===== config.mk =====
export PLATFORM = sky130hd
export DESIGN_NAME = base64_stream_decoder_top
export DESIGN_NICKNAME = d
export VERILOG_FILES = /design/src/b64d_pkg.sv /design/src/base64_stream_decoder_top.sv /design/src/b64d_decode.sv /design/src/b64d_out_fifo.sv
export SDC_FILE = /design/constraint.sdc
export NUM_CORES = 1
export LEC_CHECK = 0
export ABC_CLOCK_PERIOD_IN_PS = 5000
export BUFFER_PORTS_ARGS = -buffer_cell sky130_fd_sc_hd__buf_2
export CELL_PAD_IN_SITES_DETAIL_PLACEMENT = 0
export CELL_PAD_IN_SITES_GLOBAL_PLACEMENT = 1
export CORE_MARGIN = 2
export CORE_UTILIZATION = 39
export DETAILED_ROUTE_END_ITERATION = 6
export GPL_ROUTABILITY_DRIVEN = 0
export PLACE_DENSITY = 0.71
export SLEW_MARGIN = 20
export SYNTH_ARGS = -nofsm -noshare
export SYNTH_HDL_FRONTEND = slang
export SYNTH_HIERARCHICAL = 1
export SYNTH_SLANG_ARGS = --single-unit

===== constraint.sdc =====
create_clock -name clk_i -period 5 [get_ports clk_i]
set_input_delay 0.75 -clock clk_i [delete_from_list [all_inputs] [get_ports clk_i]]
set_output_delay 0.75 -clock clk_i [all_outputs]
set_load 0.05 [all_outputs]

===== src/b64d_pkg.sv =====
// -----------------------------------------------------------------------------
// Base64 decoder package
// Status codes, register indexes, result types and the alphabet lookup.
// -----------------------------------------------------------------------------
package b64d_pkg;

  typedef enum logic [1:0] {
    ST_OK       = 2'd0,
    ST_BAD_LEN  = 2'd1,
    ST_LONE     = 2'd2,
    ST_INVALID  = 2'd3
  } b64d_status_e;

  localparam logic CFG_IGNORE_PADDING = 1'b0;
  localparam logic CFG_IGNORE_ERRORS  = 1'b1;

  localparam logic [7:0] PAD_CHAR = 8'h3D;

  typedef struct packed {
    logic [7:0]   data_byte;
    logic         byte_valid;
    logic         end_of_stream;
    b64d_status_e status;
  } b64d_res_t;

  typedef struct packed {
    logic [1:0]           count;
    b64d_res_t [2:0]      res;
  } b64d_push_t;

  // Returns {invalid, value}; the value is zero for an invalid character.
  function automatic logic [6:0] b64d_sym(input logic [7:0] c);
    logic [7:0] t;
    t = 8'h00;
    if (c >= 8'h41 && c <= 8'h5A) begin
      t = c - 8'h41;
      return {1'b0, t[5:0]};
    end else if (c >= 8'h61 && c <= 8'h7A) begin
      t = c - 8'h47;
      return {1'b0, t[5:0]};
    end else if (c >= 8'h30 && c <= 8'h39) begin
      t = c + 8'h04;
      return {1'b0, t[5:0]};
    end else if (c == 8'h2B) begin
      return {1'b0, 6'h3E};
    end else if (c == 8'h2F) begin
      return {1'b0, 6'h3F};
    end
    return {1'b1, t[5:0]};
  endfunction

endpackage


===== src/base64_stream_decoder_top.sv =====
// -----------------------------------------------------------------------------
// Base64 stream decoder
// Decodes one base64 character per cycle, while the queue has room, into bytes with end-of-stream status.
//
//   Channel   Signals                                        Direction
//   input     char_code_i, last_char_i, in_valid_i/ready_o   in
//   output    data_byte_o, byte_valid_o, end_of_stream_o,
//             status_o, out_valid_o/out_ready_i              out
//   config    cfg_we_i, cfg_index_i, cfg_wdata_i             in
//
// One character is taken per cycle while the queue has room; its results enter the queue at that edge
// and, if the queue was empty, the first of them is offered in the next cycle.
// Results leave the queue at one per cycle while out_ready_i is high.
// Input is accepted while the queue has room for three more results.
// Reset clears the quartet position, the error flag, the queue and the config.
// -----------------------------------------------------------------------------
module base64_stream_decoder_top
  import b64d_pkg::*;
#(
  parameter int FifoDepth = 8
) (
  input  logic       clk_i,
  input  logic       rst_ni,
  input  logic       cfg_we_i,
  input  logic       cfg_index_i,
  input  logic       cfg_wdata_i,
  input  logic [7:0] char_code_i,
  input  logic       last_char_i,
  input  logic       in_valid_i,
  output logic       in_ready_o,
  output logic [7:0] data_byte_o,
  output logic       byte_valid_o,
  output logic       end_of_stream_o,
  output logic [1:0] status_o,
  output logic       out_valid_o,
  input  logic       out_ready_i
);

  logic       ign_pad_q, ign_err_q;
  logic       accept;
  b64d_push_t push;
  b64d_res_t  res;

  always_ff @(posedge clk_i or negedge rst_ni) begin
    if (!rst_ni) begin
      ign_pad_q <= 1'b0;
      ign_err_q <= 1'b0;
    end else if (cfg_we_i) begin
      case (cfg_index_i)
        CFG_IGNORE_PADDING: ign_pad_q <= cfg_wdata_i;
        CFG_IGNORE_ERRORS:  ign_err_q <= cfg_wdata_i;
        default:            ign_pad_q <= ign_pad_q;
      endcase
    end
  end

  assign accept = in_valid_i && in_ready_o;

  b64d_decode u_decode (
    .clk_i            (clk_i),
    .rst_ni           (rst_ni),
    .accept_i         (accept),
    .char_code_i      (char_code_i),
    .last_char_i      (last_char_i),
    .ignore_padding_i (ign_pad_q),
    .ignore_errors_i  (ign_err_q),
    .push_o           (push)
  );

  b64d_out_fifo #(
    .Depth (FifoDepth)
  ) u_fifo (
    .clk_i       (clk_i),
    .rst_ni      (rst_ni),
    .push_i      (push),
    .room_o      (in_ready_o),
    .out_valid_o (out_valid_o),
    .out_ready_i (out_ready_i),
    .out_res_o   (res)
  );

  assign data_byte_o     = res.data_byte;
  assign byte_valid_o    = res.byte_valid;
  assign end_of_stream_o = res.end_of_stream;
  assign status_o        = res.status;

endmodule


===== src/b64d_decode.sv =====
// -----------------------------------------------------------------------------
// Base64 decoder quartet logic
// Holds the partial quartet and turns the fourth or last character of each quartet into results.
// -----------------------------------------------------------------------------
module b64d_decode
  import b64d_pkg::*;
(
  input  logic       clk_i,
  input  logic       rst_ni,
  input  logic       accept_i,
  input  logic [7:0] char_code_i,
  input  logic       last_char_i,
  input  logic       ignore_padding_i,
  input  logic       ignore_errors_i,
  output b64d_push_t push_o
);

  logic [7:0]    held_q [3];
  logic [1:0]    pos_q, pos_d;
  logic          inv_q, inv_d;

  logic [3:0][7:0] q;
  logic [3:0][5:0] v;
  logic [3:0]      bad;
  logic [3:0]      dec;
  logic [1:0]      nb;
  logic            inv_now;
  logic [2:0][7:0] b;
  b64d_status_e    status;

  always_comb begin
    logic [6:0] s;
    q[0] = held_q[0];
    q[1] = held_q[1];
    q[2] = held_q[2];
    q[3] = char_code_i;
    if (last_char_i) begin
      q[pos_q] = char_code_i;
    end
    for (int i = 0; i < 4; i++) begin
      s      = b64d_sym(q[i]);
      bad[i] = s[6] | q[i][7];
      v[i]   = 6'h00;
      dec[i] = 1'b0;
    end

    nb = 2'd0;
    if (!last_char_i) begin
      if (pos_q == 2'd3) begin
        nb = 2'd3;
      end
    end else begin
      case (pos_q)
        2'd3: begin
          nb = 2'd3;
          if (char_code_i == PAD_CHAR) begin
            nb = (held_q[2] == PAD_CHAR) ? 2'd1 : 2'd2;
          end
        end
        2'd2, 2'd1: begin
          nb = ignore_padding_i ? pos_q : 2'd0;
        end
        default: begin
          nb = 2'd0;
        end
      endcase
    end

    case (nb)
      2'd3:    dec = 4'hF;
      2'd2:    dec = 4'h7;
      2'd1:    dec = 4'h3;
      default: dec = 4'h0;
    endcase

    for (int i = 0; i < 4; i++) begin
      s = b64d_sym(q[i]);
      if (dec[i] && !bad[i]) begin
        v[i] = s[5:0];
      end
    end
    inv_now = inv_q | (|(dec & bad));

    b[0] = {v[0], v[1][5:4]};
    b[1] = {v[1][3:0], v[2][5:2]};
    b[2] = {v[2][1:0], v[3]};

    status = ST_OK;
    if (pos_q != 2'd3) begin
      if (!ignore_padding_i) begin
        status = ST_BAD_LEN;
      end else if (pos_q == 2'd0 && !ignore_errors_i) begin
        status = ST_LONE;
      end
    end
    if (status == ST_OK && inv_now && !ignore_errors_i) begin
      status = ST_INVALID;
    end

    push_o.count = 2'd0;
    for (int k = 0; k < 3; k++) begin
      push_o.res[k].data_byte     = b[k];
      push_o.res[k].byte_valid    = 1'b1;
      push_o.res[k].end_of_stream = last_char_i && (2'(k) == nb - 2'd1);
      push_o.res[k].status        = (last_char_i && (2'(k) == nb - 2'd1)) ? status : ST_OK;
    end
    if (last_char_i && nb == 2'd0) begin
      push_o.res[0].data_byte     = 8'h00;
      push_o.res[0].byte_valid    = 1'b0;
      push_o.res[0].end_of_stream = 1'b1;
      push_o.res[0].status        = status;
    end
    if (accept_i) begin
      push_o.count = (last_char_i && nb == 2'd0) ? 2'd1 : nb;
    end

    pos_d = pos_q;
    inv_d = inv_q;
    if (accept_i) begin
      if (last_char_i) begin
        pos_d = 2'd0;
        inv_d = 1'b0;
      end else begin
        pos_d = pos_q + 2'd1;
        inv_d = inv_now;
      end
    end
  end

  always_ff @(posedge clk_i or negedge rst_ni) begin
    if (!rst_ni) begin
      pos_q <= 2'd0;
      inv_q <= 1'b0;
    end else begin
      pos_q <= pos_d;
      inv_q <= inv_d;
    end
  end

  always_ff @(posedge clk_i) begin
    if (accept_i && !last_char_i && pos_q != 2'd3) begin
      held_q[pos_q] <= char_code_i;
    end
  end

endmodule


===== src/b64d_out_fifo.sv =====
// -----------------------------------------------------------------------------
// Base64 decoder result queue
// Takes up to three results per cycle and delivers one per cycle while out_ready_i is high.
// -----------------------------------------------------------------------------
module b64d_out_fifo
  import b64d_pkg::*;
#(
  parameter int Depth = 8
) (
  input  logic       clk_i,
  input  logic       rst_ni,
  input  b64d_push_t push_i,
  output logic       room_o,
  output logic       out_valid_o,
  input  logic       out_ready_i,
  output b64d_res_t  out_res_o
);

  localparam int PtrW = $clog2(Depth);
  localparam int CntW = $clog2(Depth + 1);

  b64d_res_t       mem_q [Depth];
  logic [PtrW-1:0] wr_q, wr_d, rd_q, rd_d;
  logic [CntW-1:0] cnt_q, cnt_d;
  logic [PtrW-1:0] widx [3];
  logic            pop;

  function automatic logic [PtrW-1:0] wrap_add(input logic [PtrW-1:0] p,
                                               input logic [1:0] k);
    logic [PtrW:0] s;
    s = {1'b0, p} + (PtrW + 1)'(k);
    if (s >= (PtrW + 1)'(Depth)) begin
      s = s - (PtrW + 1)'(Depth);
    end
    return s[PtrW-1:0];
  endfunction

  assign pop         = out_valid_o && out_ready_i;
  assign out_valid_o = (cnt_q != '0);
  assign out_res_o   = mem_q[rd_q];
  assign room_o      = (cnt_q <= CntW'(Depth - 3));

  always_comb begin
    for (int k = 0; k < 3; k++) begin
      widx[k] = wrap_add(wr_q, 2'(k));
    end
    wr_d  = wrap_add(wr_q, push_i.count);
    rd_d  = pop ? wrap_add(rd_q, 2'd1) : rd_q;
    cnt_d = cnt_q + CntW'(push_i.count) - CntW'(pop);
  end

  always_ff @(posedge clk_i or negedge rst_ni) begin
    if (!rst_ni) begin
      wr_q  <= '0;
      rd_q  <= '0;
      cnt_q <= '0;
    end else begin
      wr_q  <= wr_d;
      rd_q  <= rd_d;
      cnt_q <= cnt_d;
    end
  end

  always_ff @(posedge clk_i) begin
    for (int k = 0; k < 3; k++) begin
      if (2'(k) < push_i.count) begin
        mem_q[widx[k]] <= push_i.res[k];
      end
    end
  end

endmodule


==> results.toml <==
[sta]
worst_pin_slew_ns = 1.106
maxSlewViolCount = 0
finalCriticalPeriod_ns = 4.443
setup_viol = 0
finalCritPeriodShare_pct = 88.87
max_slew_margin_pct = 26.13
setup_tns_ns = 0
rsz0062_at_grt = "no"
clock.fmax_mhz = 225.1
finalHoldViolations = 0
skew_ns = 0.01514

[outcome]
status = "finished clean"

[yosys]
synth_top_area_share_pct = 32.46
synth-edff-count = 120
muxShareOfSynthArea_pct = 8.938
synth_xor_xnor_area_share_pct = 2.344
seq_area_frac_synth_pct = 35.84
synth-simple-area-share_pct = 21.69
yosysWarnings = 6
synthFlopType = "edfxtp_1"
synth_top_cell_by_area = "edfxtp_1"
synth_top_family_by_area = "simple AND/OR/NAND/NOR gates"
synth_area_leaders = "edfxtp_1 (32%), a31oi_1 (5.9%), o21ai_0 (5.2%)"
synth-compound-area-share_pct = 20.54
synth_fa_ha_area_share_pct = 4.509
async_flop_share_pct = 11.11
ys_seq_elements = 135
ys_types = 87
synth_area_um2 = 11100
syn_inst = 1232
avgSynthCellArea_um2 = 9.010

[route]
vias = 10160
drt-vias-per-instance = 6.319
drc = 0
dr.pass1.iters = 6
final_antenna_net_count = 0
dr.first_iter.drc_count = 1178
route.detailed.wl_per_inst_um = 23.50
wl_mm = 37.76

[clocking]
tritoncts.num_buffers = 17
cts_tree = "done"
clock_latency_ns = 0.44
cts_setup_buffers = 0
clkSlewWorstSetupHoldPaths_ns = 0.08
cts.sinks = 135
root_buffer = "clkbuf_16"
postCtsHoldBufs = 0
cts-resized-gates = 0
htree_levels = 4
clk_path_buf_depth = 2

[floorplanning]
coreArea_um2 = 27930
die_area_um2 = 29830
start_util_pct = 39.74
rows = 61
dieHeight_um = 172.7
io_pins = 30
chipWidth_um = 172.7

[critical_path]
cp-end-kind = "register"
cp_max_fo = 9
cp.arrival_ns = 4.72
path_class = "register to register"
crit_required_ns = 5.28
startpoint_type = "register"

[grt]
grt_start_max_net_pins = 61
grt_pass1_wl_mm = 58.13
grt_antenna_before_repair = 0
gr-total-overflow = 0
first_global_vias = 9595
grt_usage_pct = 25.01

[layout]
fin_nets = 1270
drive_gt1_share_pct = 15.62
final_util_pct = 43.85
n_antenna_cell = 0
nFillCells = 2756
syn_to_final_growth_pct = 10.36

[pwr]
power-per-cell-area_nw_per_um2 = 502.1
fin_total_pwr_mw = 6.151
vdd_drop_max_mv = 0.2739
p_leak_nw = 4.177

[run]
drv_cap = 0

[place]
portBuffers = 29
hpwl_mm = 25.27

[worst_hold_path]
hold_class = "primary input to asynchronous set/reset pin"
## state kept, by name (all words and copies together) (netlist names)
| register | count |
|---|---|
| ign_err_q | 1 |
| u_fifo/mem_q | 96 |
| u_decode/held_q | 24 |
| u_decode/pos_q | 2 |
| ign_pad_q | 1 |
| u_fifo/cnt_q | 4 |
| u_decode/inv_q | 1 |
| u_fifo/wr_q | 3 |
| u_fifo/rd_q | 3 |
## kinds of logic after synthesis
logic type	count (synthesis)
flip-flops	135
AO/OA/AOI/OAI	356
adder cells (fa/ha/maj)	39
other	1
buffers and inverters	163
XOR/XNOR	28
AND/OR/NAND/NOR	445
multiplexers	65
## final cells by class
cell class,count,area [µm²],share of cell area [%]
Sequential cell,135,3979,32.48
Inverter,41,153.9,1.256
Clock buffer,18,429.2,3.503
Multi-Input combinational cell,935,6480,52.90
Tap cell,378,473.0,3.861
Clock inverter,14,130.1,1.062
Timing Repair Buffer,86,605.6,4.943
## critical path, cell delays in order (launching register included)
cell and delay (ns):
dfrtp_1 0.43, inv_1 0.11, ha_1 0.29, nand2_1 0.34, mux2i_1 0.41, inv_1 0.16
ha_1 0.25, inv_1 0.06, o2111ai_1 0.13, o21a_1 0.22, o22a_1 0.32, a221oi_1 0.32
a31oi_1 0.09, nor2_1 0.45, nor4bb_1 0.40, nand2_1 0.10, a31oi_1 0.21
## final timing paths
check,startpoint,endpoint,slack [ns],depth (start not counted)
worst min-delay path,rst_ni,u_fifo/rd_q[2]$_DFFE_PN0P_,0.22,1
worst max register to register,u_decode/pos_q[0]$_DFFE_PN0P_,u_fifo/mem_q[5][7]$_DFFE_PP_,0.56,16
worst min register to register,ign_err_q$_DFFE_PN0P_,ign_err_q$_DFFE_PN0P_,0.59,1
max in group asynchronous,rst_ni,u_decode/pos_q[1]$_DFFE_PN0P_,4.48,1
worst max-delay path,u_decode/pos_q[0]$_DFFE_PN0P_,u_fifo/mem_q[5][7]$_DFFE_PP_,0.56,16
min in group clk_i,cfg_wdata_i,ign_pad_q$_DFFE_PN0P_,0.57,2
## synthesized netlist by cell type, types with 9 or more instances
master      n
nand2_1   143
edfxtp_1  120
o21ai_0   116
nor3_1    110
a31oi_1   104
clkbuf_1   78
inv_1      39
nor2_1     37
ha_1       36
a21oi_1    34
and4b_1    27
mux4_2     24
xnor2_1    24
mux2_2     22
nand3_1    22
buf_2      19
mux2i_1    16
dfrtp_1    15
buf_1      14
nor4bb_1   13
and4_1     12
nand2b_1   12
a211oi_1   11
and3_1      9
buf_4       9
nor2b_1     9
o22ai_1     9
## stage by stage
step                      worst slack [ns]  cells  cell area, µm²  hold WS, ns
after floorplan                     0.8392   1233           11100       0.4544
after global placement              0.4683   1574           11660       0.5860
after detailed placement            0.4447   1575           11690       0.5936
after CTS                           0.5362   1607           12250       0.2236
after global routing                0.1758   1607           12250       0.2404
final                               0.5566   1607           12250       0.2191
## where the power goes
group,internal (mW),switching (mW)
Clock,0.658,0.571
Combinational,1.06,2.26
Sequential,1.45,0.154
## routing by layer
metal,vias up,global-route usage (%),share of wire (%)
li1,4669,-,-
met1,4917,34.40,43
met2,504,40.14,47
met3,65,4.332,7.3
met4,0,8.051,2.7
met5,-,0,0
## cell usage in the layout (no fill, tap or decap), drive strengths merged, types with 5 or more instances in the layout
cell type	instances
nor4bb	13
a22oi	5
and4b	27
nand3	22
o22ai	9
and4	12
mux4	24
a31oi	104
clkbuf	18
buf	86
mux2i	17
dfrtp	15
nor2b	9
inv	49
xnor2	25
or2	13
nand2b	12
ha	36
edfxtp	120
a211oi	12
o211ai	9
and3	9
o2bb2ai	6
o21ai	120
nand4b	6
nand2	143
mux2	24
a221oi	7
and2	7
nor2	38
a21oi	34
nor3	110
No activity file was read; power rests on OpenSTA's default activity.
